### config.mk
export PLATFORM = sky130hd
export DESIGN_NAME = demand_proportional_allocator
export DESIGN_NICKNAME = d
export VERILOG_FILES = /design/src/rtl/core/dap_pkg.sv /design/src/rtl/core/dap_muldiv.sv /design/src/rtl/core/demand_proportional_allocator.sv
export SDC_FILE = /design/constraint.sdc
export NUM_CORES = 1
export LEC_CHECK = 0
export BUFFER_PORTS_ARGS = -buffer_cell sky130_fd_sc_hd__buf_4
export CAP_MARGIN = 5
export CORE_MARGIN = 8
export CORE_UTILIZATION = 50
export CTS_CLUSTER_SIZE = 25
export DETAILED_ROUTE_END_ITERATION = 10
export MAX_ROUTING_LAYER = met4
export PLACE_DENSITY = 0.75
export SLEW_MARGIN = 40
export SYNTH_ARGS = -nofsm -noshare
export SYNTH_HDL_FRONTEND = slang
export SYNTH_SLANG_ARGS = --single-unit
### constraint.sdc
create_clock -name clk_i -period 10.9 [get_ports clk_i]
set_input_delay 1.635 -clock clk_i [delete_from_list [all_inputs] [get_ports clk_i]]
set_output_delay 1.635 -clock clk_i [all_outputs]
set_load 0.03 [all_outputs]
### src/rtl/core/dap_pkg.sv
// ----------------------------------------------------------------------------
// dap_pkg
// Types and constants shared by the demand proportional allocator modules.
// ----------------------------------------------------------------------------
package dap_pkg;

  localparam int NUM_TARGETS = 5;
  localparam int DATA_W      = 16;
  localparam int IDX_W       = $clog2(NUM_TARGETS);
  // Sum of all demands never overflows this width.
  localparam int SUM_W       = DATA_W + $clog2(NUM_TARGETS);
  localparam int CNT_W       = $clog2(DATA_W + 1);

  typedef struct packed {
    logic [DATA_W-1:0] batch_size;
    logic [DATA_W-1:0] demand_0;
    logic [DATA_W-1:0] demand_1;
    logic [DATA_W-1:0] demand_2;
    logic [DATA_W-1:0] demand_3;
    logic [DATA_W-1:0] demand_4;
  } in_beat_t;

  typedef struct packed {
    logic [DATA_W-1:0] share_0;
    logic [DATA_W-1:0] share_1;
    logic [DATA_W-1:0] share_2;
    logic [DATA_W-1:0] share_3;
    logic [DATA_W-1:0] share_4;
  } out_beat_t;

  // Request to the serial multiply-divide unit.
  typedef struct packed {
    logic              start;
    logic [DATA_W-1:0] batch;
    logic [DATA_W-1:0] dem;
    logic [SUM_W-1:0]  sum;
  } muldiv_req_t;

  // Response: done pulses for one cycle, quot and rem hold until next start.
  typedef struct packed {
    logic              done;
    logic [DATA_W-1:0] quot;
    logic [SUM_W-1:0]  rem;
  } muldiv_resp_t;

endpackage

### src/rtl/core/dap_muldiv.sv
// ----------------------------------------------------------------------------
// dap_muldiv
// Bit-serial floor(batch * dem / sum): one batch bit per cycle, MSB first.
// ----------------------------------------------------------------------------
module dap_muldiv (
  input  logic                  clk_i,
  input  logic                  rst_ni,
  input  dap_pkg::muldiv_req_t  req_i,
  output dap_pkg::muldiv_resp_t resp_o
);

  localparam int DW = dap_pkg::DATA_W;
  localparam int SW = dap_pkg::SUM_W;
  localparam int CW = dap_pkg::CNT_W;

  logic [CW-1:0] cnt_q, cnt_d;
  logic          done_q, done_d;
  logic [DW-1:0] bsh_q, bsh_d;
  logic [DW-1:0] dem_q, dem_d;
  logic [SW-1:0] sum_q, sum_d;
  logic [SW-1:0] acc_q, acc_d;
  logic [DW-1:0] quot_q, quot_d;

  logic [SW+1:0] trial;
  logic [SW+1:0] sum1;
  logic [SW+1:0] sum2;
  logic [1:0]    digit;
  logic [SW+1:0] trial_red;

  // Remainder stays below sum, so the trial stays below three times sum.
  always_comb begin
    sum1  = {2'b00, sum_q};
    sum2  = {1'b0, sum_q, 1'b0};
    trial = {1'b0, acc_q, 1'b0} + (bsh_q[DW-1] ? {{(SW+2-DW){1'b0}}, dem_q} : '0);
    if (trial >= sum2) begin
      digit     = 2'd2;
      trial_red = trial - sum2;
    end else if (trial >= sum1) begin
      digit     = 2'd1;
      trial_red = trial - sum1;
    end else begin
      digit     = 2'd0;
      trial_red = trial;
    end
  end

  always_comb begin
    cnt_d  = cnt_q;
    done_d = 1'b0;
    bsh_d  = bsh_q;
    dem_d  = dem_q;
    sum_d  = sum_q;
    acc_d  = acc_q;
    quot_d = quot_q;
    if (req_i.start) begin
      cnt_d  = CW'(DW);
      bsh_d  = req_i.batch;
      dem_d  = req_i.dem;
      sum_d  = req_i.sum;
      acc_d  = '0;
      quot_d = '0;
    end else if (cnt_q != '0) begin
      // Advance one batch bit.
      cnt_d  = cnt_q - CW'(1);
      bsh_d  = {bsh_q[DW-2:0], 1'b0};
      acc_d  = trial_red[SW-1:0];
      quot_d = {quot_q[DW-2:0], 1'b0} + {{(DW-2){1'b0}}, digit};
      done_d = (cnt_q == CW'(1));
    end
  end

  always_ff @(posedge clk_i or negedge rst_ni) begin
    if (!rst_ni) begin
      cnt_q  <= '0;
      done_q <= 1'b0;
    end else begin
      cnt_q  <= cnt_d;
      done_q <= done_d;
    end
  end

  always_ff @(posedge clk_i) begin
    bsh_q  <= bsh_d;
    dem_q  <= dem_d;
    sum_q  <= sum_d;
    acc_q  <= acc_d;
    quot_q <= quot_d;
  end

  assign resp_o.done = done_q;
  assign resp_o.quot = quot_q;
  assign resp_o.rem  = acc_q;

endmodule

### src/rtl/core/demand_proportional_allocator.sv
// ----------------------------------------------------------------------------
// demand_proportional_allocator
// Splits a batch of units among five targets in proportion to their demand.
// ----------------------------------------------------------------------------
// Input channel: in_valid_i / in_stall_o carry one beat holding the batch size
// and five demand counts. Output channel: out_valid_o / out_stall_i carry one
// beat holding the five shares. Every input beat yields exactly one output beat.
// A beat moves on a rising edge where valid is high and stall is low.
//
// Timing: the demands are summed one per cycle. Each target's proportional
// share comes from one bit-serial multiply-divide unit that consumes one batch
// bit per cycle, with a launch and a handoff per target. Leftover units (at
// most four) are handed out by a serial max scan, one scan per unit. The shares
// then move to the output register, and the next beat can be taken in the
// following cycle, so a beat is not taken before the last one is through.
// With all demands zero one division gives the even split. The shared divider
// sets the rate.
//
// in_stall_o is high from acceptance until the shares are moved into the output
// register. The output register lets the next item start while a result waits
// on a stalled receiver; the result beat holds steady until taken.
// Reset clears the sequencer and the output valid; no clearing pass is needed.
// ----------------------------------------------------------------------------
module demand_proportional_allocator (
  input  logic               clk_i,
  input  logic               rst_ni,
  input  logic               in_valid_i,
  output logic               in_stall_o,
  input  dap_pkg::in_beat_t  in_data_i,
  output logic               out_valid_o,
  input  logic               out_stall_i,
  output dap_pkg::out_beat_t out_data_o
);

  localparam int N  = dap_pkg::NUM_TARGETS;
  localparam int DW = dap_pkg::DATA_W;
  localparam int SW = dap_pkg::SUM_W;
  localparam int IW = dap_pkg::IDX_W;
  localparam logic [IW-1:0] LAST = IW'(N - 1);

  // Sequencer codes.
  localparam logic [2:0] ST_IDLE      = 3'd0;
  localparam logic [2:0] ST_SUM       = 3'd1;
  localparam logic [2:0] ST_LAUNCH    = 3'd2;
  localparam logic [2:0] ST_WAIT      = 3'd3;
  localparam logic [2:0] ST_SCAN_INIT = 3'd4;
  localparam logic [2:0] ST_SCAN      = 3'd5;
  localparam logic [2:0] ST_COMMIT    = 3'd6;
  localparam logic [2:0] ST_FINISH    = 3'd7;

  logic [2:0]    state_q, state_d;
  logic [IW-1:0] idx_q, idx_d;
  logic [IW-1:0] best_q, best_d;
  logic [DW-1:0] best_val_q, best_val_d;
  logic          zero_q, zero_d;
  logic [DW-1:0] batch_q, batch_d;
  logic [SW-1:0] sum_q, sum_d;
  logic [DW-1:0] left_q, left_d;
  logic [DW-1:0] dem_q   [N];
  logic [DW-1:0] dem_d   [N];
  logic [DW-1:0] share_q [N];
  logic [DW-1:0] share_d [N];
  logic               out_valid_q, out_valid_d;
  dap_pkg::out_beat_t out_data_q, out_data_d;

  dap_pkg::muldiv_req_t  md_req;
  dap_pkg::muldiv_resp_t md_resp;

  logic [SW-1:0] sum_next;
  logic [DW-1:0] left_next;
  logic          out_load;

  dap_muldiv u_muldiv (
    .clk_i  (clk_i),
    .rst_ni (rst_ni),
    .req_i  (md_req),
    .resp_o (md_resp)
  );

  // With no demand at all, divide the batch by the target count instead.
  always_comb begin
    md_req.start = (state_q == ST_LAUNCH);
    md_req.batch = batch_q;
    md_req.dem   = zero_q ? DW'(1) : dem_q[idx_q];
    md_req.sum   = zero_q ? SW'(N) : sum_q;
  end

  always_comb begin
    state_d    = state_q;
    idx_d      = idx_q;
    best_d     = best_q;
    best_val_d = best_val_q;
    zero_d     = zero_q;
    batch_d    = batch_q;
    sum_d      = sum_q;
    left_d     = left_q;
    dem_d      = dem_q;
    share_d    = share_q;
    out_load   = 1'b0;
    sum_next   = sum_q + {{(SW-DW){1'b0}}, dem_q[idx_q]};
    left_next  = left_q - md_resp.quot;

    case (state_q)
      ST_IDLE: begin
        if (in_valid_i) begin
          batch_d  = in_data_i.batch_size;
          dem_d[0] = in_data_i.demand_0;
          dem_d[1] = in_data_i.demand_1;
          dem_d[2] = in_data_i.demand_2;
          dem_d[3] = in_data_i.demand_3;
          dem_d[4] = in_data_i.demand_4;
          sum_d    = '0;
          idx_d    = '0;
          state_d  = ST_SUM;
        end
      end
      ST_SUM: begin
        sum_d = sum_next;
        if (idx_q == LAST) begin
          idx_d   = '0;
          zero_d  = (sum_next == '0);
          left_d  = batch_q;
          state_d = ST_LAUNCH;
        end else begin
          idx_d = idx_q + IW'(1);
        end
      end
      ST_LAUNCH: begin
        state_d = ST_WAIT;
      end
      ST_WAIT: begin
        if (md_resp.done) begin
          if (zero_q) begin
            // Even split: the first rem targets get one extra unit.
            for (int t = 0; t < N; t++) begin
              share_d[t] = md_resp.quot + ((SW'(t) < md_resp.rem) ? DW'(1) : DW'(0));
            end
            state_d = ST_FINISH;
          end else begin
            share_d[idx_q] = md_resp.quot;
            left_d         = left_next;
            if (idx_q == LAST) begin
              state_d = (left_next == '0) ? ST_FINISH : ST_SCAN_INIT;
            end else begin
              idx_d   = idx_q + IW'(1);
              state_d = ST_LAUNCH;
            end
          end
        end
      end
      ST_SCAN_INIT: begin
        best_d     = '0;
        best_val_d = dem_q[0];
        idx_d      = IW'(1);
        state_d    = ST_SCAN;
      end
      ST_SCAN: begin
        // Strictly greater keeps the lowest index on ties.
        if (dem_q[idx_q] > best_val_q) begin
          best_d     = idx_q;
          best_val_d = dem_q[idx_q];
        end
        if (idx_q == LAST) begin
          state_d = ST_COMMIT;
        end else begin
          idx_d = idx_q + IW'(1);
        end
      end
      ST_COMMIT: begin
        share_d[best_q] = share_q[best_q] + DW'(1);
        if (best_val_q != '0) begin
          dem_d[best_q] = best_val_q - DW'(1);
        end
        left_d  = left_q - DW'(1);
        state_d = (left_q == DW'(1)) ? ST_FINISH : ST_SCAN_INIT;
      end
      ST_FINISH: begin
        // Hand the shares over once the output register is free.
        if (!out_valid_q || !out_stall_i) begin
          out_load = 1'b1;
          state_d  = ST_IDLE;
        end
      end
      default: begin
        state_d = ST_IDLE;
      end
    endcase
  end

  always_comb begin
    out_valid_d = out_valid_q;
    out_data_d  = out_data_q;
    if (out_valid_q && !out_stall_i) begin
      out_valid_d = 1'b0;
    end
    if (out_load) begin
      out_valid_d        = 1'b1;
      out_data_d.share_0 = share_q[0];
      out_data_d.share_1 = share_q[1];
      out_data_d.share_2 = share_q[2];
      out_data_d.share_3 = share_q[3];
      out_data_d.share_4 = share_q[4];
    end
  end

  always_ff @(posedge clk_i or negedge rst_ni) begin
    if (!rst_ni) begin
      state_q     <= ST_IDLE;
      idx_q       <= '0;
      out_valid_q <= 1'b0;
    end else begin
      state_q     <= state_d;
      idx_q       <= idx_d;
      out_valid_q <= out_valid_d;
    end
  end

  always_ff @(posedge clk_i) begin
    best_q     <= best_d;
    best_val_q <= best_val_d;
    zero_q     <= zero_d;
    batch_q    <= batch_d;
    sum_q      <= sum_d;
    left_q     <= left_d;
    dem_q      <= dem_d;
    share_q    <= share_d;
    out_data_q <= out_data_d;
  end

  assign in_stall_o  = (state_q != ST_IDLE);
  assign out_valid_o = out_valid_q;
  assign out_data_o  = out_data_q;

  // The divider only finishes while the sequencer waits for it.
  a_done_in_wait: assert property (@(posedge clk_i) disable iff (!rst_ni)
    md_resp.done |-> (state_q == ST_WAIT))
    else $error("divider finished outside the wait state");

  // Never hand out a leftover unit when none remain.
  a_commit_left: assert property (@(posedge clk_i) disable iff (!rst_ni)
    (state_q == ST_COMMIT) |-> (left_q != '0))
    else $error("leftover unit committed with nothing left");

  // An accepted beat starts the demand sum and closes the input.
  a_accept_sum: assert property (@(posedge clk_i) disable iff (!rst_ni)
    (in_valid_i && !in_stall_o) |=> (in_stall_o && state_q == ST_SUM))
    else $error("accepted beat did not start the sum");

  // A finished item waits while the output register is still occupied.
  a_finish_hold: assert property (@(posedge clk_i) disable iff (!rst_ni)
    (state_q == ST_FINISH && out_valid_q && out_stall_i) |=> (state_q == ST_FINISH))
    else $error("result dropped while output register was full");

endmodule

==> results_dict.tcl <==
set metrics [dict create \
    std_cell_rows 81 \
    io_buffers 181 \
    drc_errors 0 \
    p_per_area_nw_per_um2 337 \
    wirelength_mm 74.5 \
    synth_adder_area_share_pct 6.58 \
    hold_buffers 0 \
    yosys.area_share.simple_pct 15.3 \
    fp.dieW_um 237 \
    setup_violations 0 \
    ys_types 93 \
    fin_skew_ns 0.0204 \
    rsz0062_at_grt "no" \
    areaGrowthSynthToFinish_pct 13.0 \
    p_int_mw 5.06 \
    seq_area_frac_synth_pct 48.5 \
    fp.dieH_um 237 \
    cts_setup_buffers 0 \
    power.switching_mw 4.29 \
    grt_usage_pct 26.3 \
    synthMuxAreaShare_pct 2.25 \
    holdWs_ns 0.441 \
    synth_top_flop_cell "edfxtp_1" \
    worst_slack_ns 5.16 \
    path_cells "and2_1 -> ha_1 -> nand3_1 -> o2111a_1 -> o211ai_1 -> a41o_1 -> a21oi_1 -> xnor2_1 -> ha_1 -> a21o_1 -> a21o_1 -> a21o_1 -> a221oi_1 -> a21boi_0 -> o221a_2 -> inv_2 -> ha_1 -> and3_1 -> a31oi_1 -> nor3_1 -> a21oi_1 -> nor2_1" \
    yosys_warnings 0 \
    ir_drop_mv 0.155 \
    drive_above_1_share_pct 12.5 \
    grt_pass1_wl_mm 114 \
    coreArea_sq_um 48600 \
    netlist_area_sq_um 24500 \
    r2r_cells 22 \
    power_frac_comb_pct 57.4 \
    power.share.switching_pct 45.9 \
    post_cts_resized 0 \
    clock.fmax_ghz 0.174 \
    io-pin-count 182 \
    fin_nets 2818 \
    async_flop_share_pct 3.17 \
    rr_endpoint "u_muldiv.quot_q[9]" \
    grt_overflow 0 \
    hold_violations 0 \
    grt_max_degree 110 \
    clkPwrFrac_pct 15.2 \
    synth_compound_area_share_pct 19.0 \
    synth-edff-count 362 \
    finalNonFillerCells 3248 \
    worstSetupEndpointType "register" \
    root_buffer "clkbuf_16" \
    cp.required_ns 11.33 \
    postLayoutCoreUtil_pct 57.0 \
    status "complete, no violations" \
    critPathMaxFanout 19 \
    final_area_sq_um 27700 \
    fin_crit_ns 5.74 \
    cts.clk_slew.worst_paths_ns 0.06 \
    antenna_left 0 \
    antenna_found_initial 1 \
    seq_power_share_pct 27.4 \
    critPathKind "reg2reg" \
    p_total_mw 9.35 \
    crit_arrival_ns 6.18 \
    relSlewSlack_pct 44.3 \
    grt_pass1_vias 19600 \
    cpMaxStageDelayCell "edfxtp_1" \
    first_pass_iters 5 \
    syn_avg_cell_area_sq_um 9.93 \
    synth_top_family_by_area "compound AO/OA/AOI/OAI gates" \
    htree_levels 2 \
    gp_congestion 1.02 \
    hpwl_mm 55.1 \
    dp_cells 3168 \
    synth-xor-area-share_pct 4.48 \
    synth-seq-cells 410 \
    drv_cap 0 \
    clock_latency_ns 0.58 \
    place_ws_ns 5.27 \
    postPlaceCellArea_sq_um 26300 \
    r2r_slack_ns 5.16 \
    wire_per_inst_um 22.9 \
    syn-num-nets 2695 \
    clock-sinks 410 \
    holdPathStages 0 \
    fin_crit_sh_pct 52.7 \
    hold_path_class "reg2reg" \
    clock_path_buffers 3 \
    r2r-start "u_muldiv.bsh_q[15]" \
    drt-initial-drc-count 2476 \
    min-delay-start "share_q[39]" \
    critPathTopFamily "compound AO/OA/AOI/OAI gates" \
    hold_path_end "out_data_o[39]" \
    vias 20500 \
    cts_tree "built" \
    fillers 4143 \
    slew_violations 0 \
    initial_core_util_pct 50.4 \
    tightest_slew_ns 0.830 \
    die-area_sq_um 56400 \
    via_per_inst 6.32 \
    cp_num_buf_inv 1 \
    tns_ns 0 \
    max_stage_delay_ns 0.57 \
    cts_buffers 43 \
    p_leak_nw 10.6 \
    start_kind "register" \
    postSynthCellCount 2469 \
]
## power groups by stage
stage                     Clock, mW  Sequential, mW  Combinational (mW)
after floorplan                   0            2.55                3.83
after global placement            0            2.58                5.15
after detailed placement          0            2.59                5.22
after CTS                      1.44            2.56                5.26
after global routing           1.50            2.60                5.84
final                          1.42            2.56                5.36
## layout by cell type, fill, tap and decap left out, drive strengths merged, types with 8 or more instances in the layout
| cell type | synthesis | layout |
|---|---|---|
| o2bb2ai | 11 | 11 |
| buf | 29 | 206 |
| o22ai | 14 | 14 |
| a221o | 8 | 8 |
| nor4 | 18 | 18 |
| nor2b | 35 | 35 |
| o21ai | 238 | 238 |
| dfxtp | 35 | 35 |
| ha | 121 | 121 |
| inv | 101 | 101 |
| or3 | 16 | 16 |
| clkbuf | 100 | 54 |
| o211ai | 34 | 34 |
| nand2 | 317 | 317 |
| xor2 | 40 | 40 |
| a22o | 57 | 57 |
| nand2b | 10 | 10 |
| edfxtp | 362 | 362 |
| nand3 | 94 | 94 |
| nor2 | 177 | 177 |
| a21o | 36 | 36 |
| a31oi | 17 | 17 |
| nor3 | 43 | 43 |
| dfrtp | 13 | 13 |
| nand4 | 20 | 20 |
| mux2i | 36 | 36 |
| a21oi | 144 | 144 |
| a22oi | 23 | 23 |
| or2 | 9 | 9 |
| a21boi | 9 | 9 |
| and3 | 22 | 22 |
| a211oi | 23 | 23 |
| and2 | 21 | 21 |
| o31ai | 27 | 27 |
| xnor2 | 82 | 82 |
| o21a | 10 | 10 |
| clkinv | 3 | 21 |
## area by class of cell
| class | count | area, sq um | share of cell area (%) |
|---|---|---|---|
| flip-flops and latches | 410 | 11900 | 42.9 |
| multi-input cells | 1826 | 11800 | 42.4 |
| repair buffers | 207 | 1560 | 5.64 |
| clock buffers | 53 | 1110 | 4.02 |
| well taps | 622 | 778 | 2.81 |
| inverters | 104 | 390 | 1.41 |
| clock inverters | 25 | 219 | 0.790 |
| diodes | 1 | 2.50 | 0.00903 |
## cells in the mapped netlist (15+ instances only)
library cell    n  area (sq um)
a211oi_1       23           173
a21o_1         36           270
a21oi_1       143           716
a22o_1         57           499
a22oi_1        23           173
a31oi_1        17           106
and2_1         21           131
and3_1         22           138
buf_1          15          56.3
clkbuf_1      100           375
dfxtp_1        35           701
edfxtp_1      362         10900
ha_1          121          1510
inv_1         100           375
mux2i_1        36           360
nand2_1       317          1190
nand3_1        94           470
nand4_1        20           125
nor2_1        174           653
nor2b_1        34           213
nor3_1         40           200
nor4_1         17           106
o211ai_1       34           255
o21ai_0       234          1170
o31ai_1        27           203
or3_1          16           100
xnor2_1        79           692
xor2_1         39           342
## state kept, by name, indices dropped and copies added (netlist names)
register	count
dem_q	80
out_data_o	80
share_q	80
sum_q	19
u_muldiv.acc_q	19
u_muldiv.sum_q	19
batch_q	16
best_val_q	16
left_q	16
u_muldiv.bsh_q	16
u_muldiv.dem_q	16
u_muldiv.quot_q	16
u_muldiv.cnt_q	5
best_q	3
idx_q	3
state_q	3
out_valid_o	1
u_muldiv.done_q	1
zero_q	1
## cells by family (layout without fill, tap and decap cells)
kind of cell,count (synthesis),count (layout)
xor gates and xnor gates,122,122
adders and majority gates,126,126
buffers and inverters,233,389
other,0,1
muxes,47,47
DFF,410,410
AOI/OAI and AO/OA,723,723
and+or+nand+nor,808,808
## worst max-delay path by stage
| stage | end | slack, ns | startpoint | cells after the start |
|---|---|---|---|---|
| after floorplan | out_data_o[0] | 4.93 | out_stall_i | 1 |
| after global placement | u_muldiv.quot_q[9] | 5.27 | u_muldiv.bsh_q[15] | 25 |
| after detailed placement | u_muldiv.quot_q[13] | 5.27 | u_muldiv.bsh_q[15] | 21 |
| after CTS | u_muldiv.quot_q[13] | 5.22 | u_muldiv.bsh_q[15] | 21 |
| after global routing | u_muldiv.quot_q[13] | 4.69 | u_muldiv.bsh_q[15] | 21 |
| final | u_muldiv.quot_q[9] | 5.16 | u_muldiv.bsh_q[15] | 22 |
## routing by layer
layer  wire (um)  global-route usage [%]  part of all wire, %  vias up
met5           0                       -                    0        -
met4        2480                    8.72                  3.3        0
met3        5880                    3.68                  7.9      177
met2       36400                    43.9                   49     1048
met1       29700                    32.8                   40     9869
li1            -                       -                    -     9442
Power figures use the tool's default switching activity.
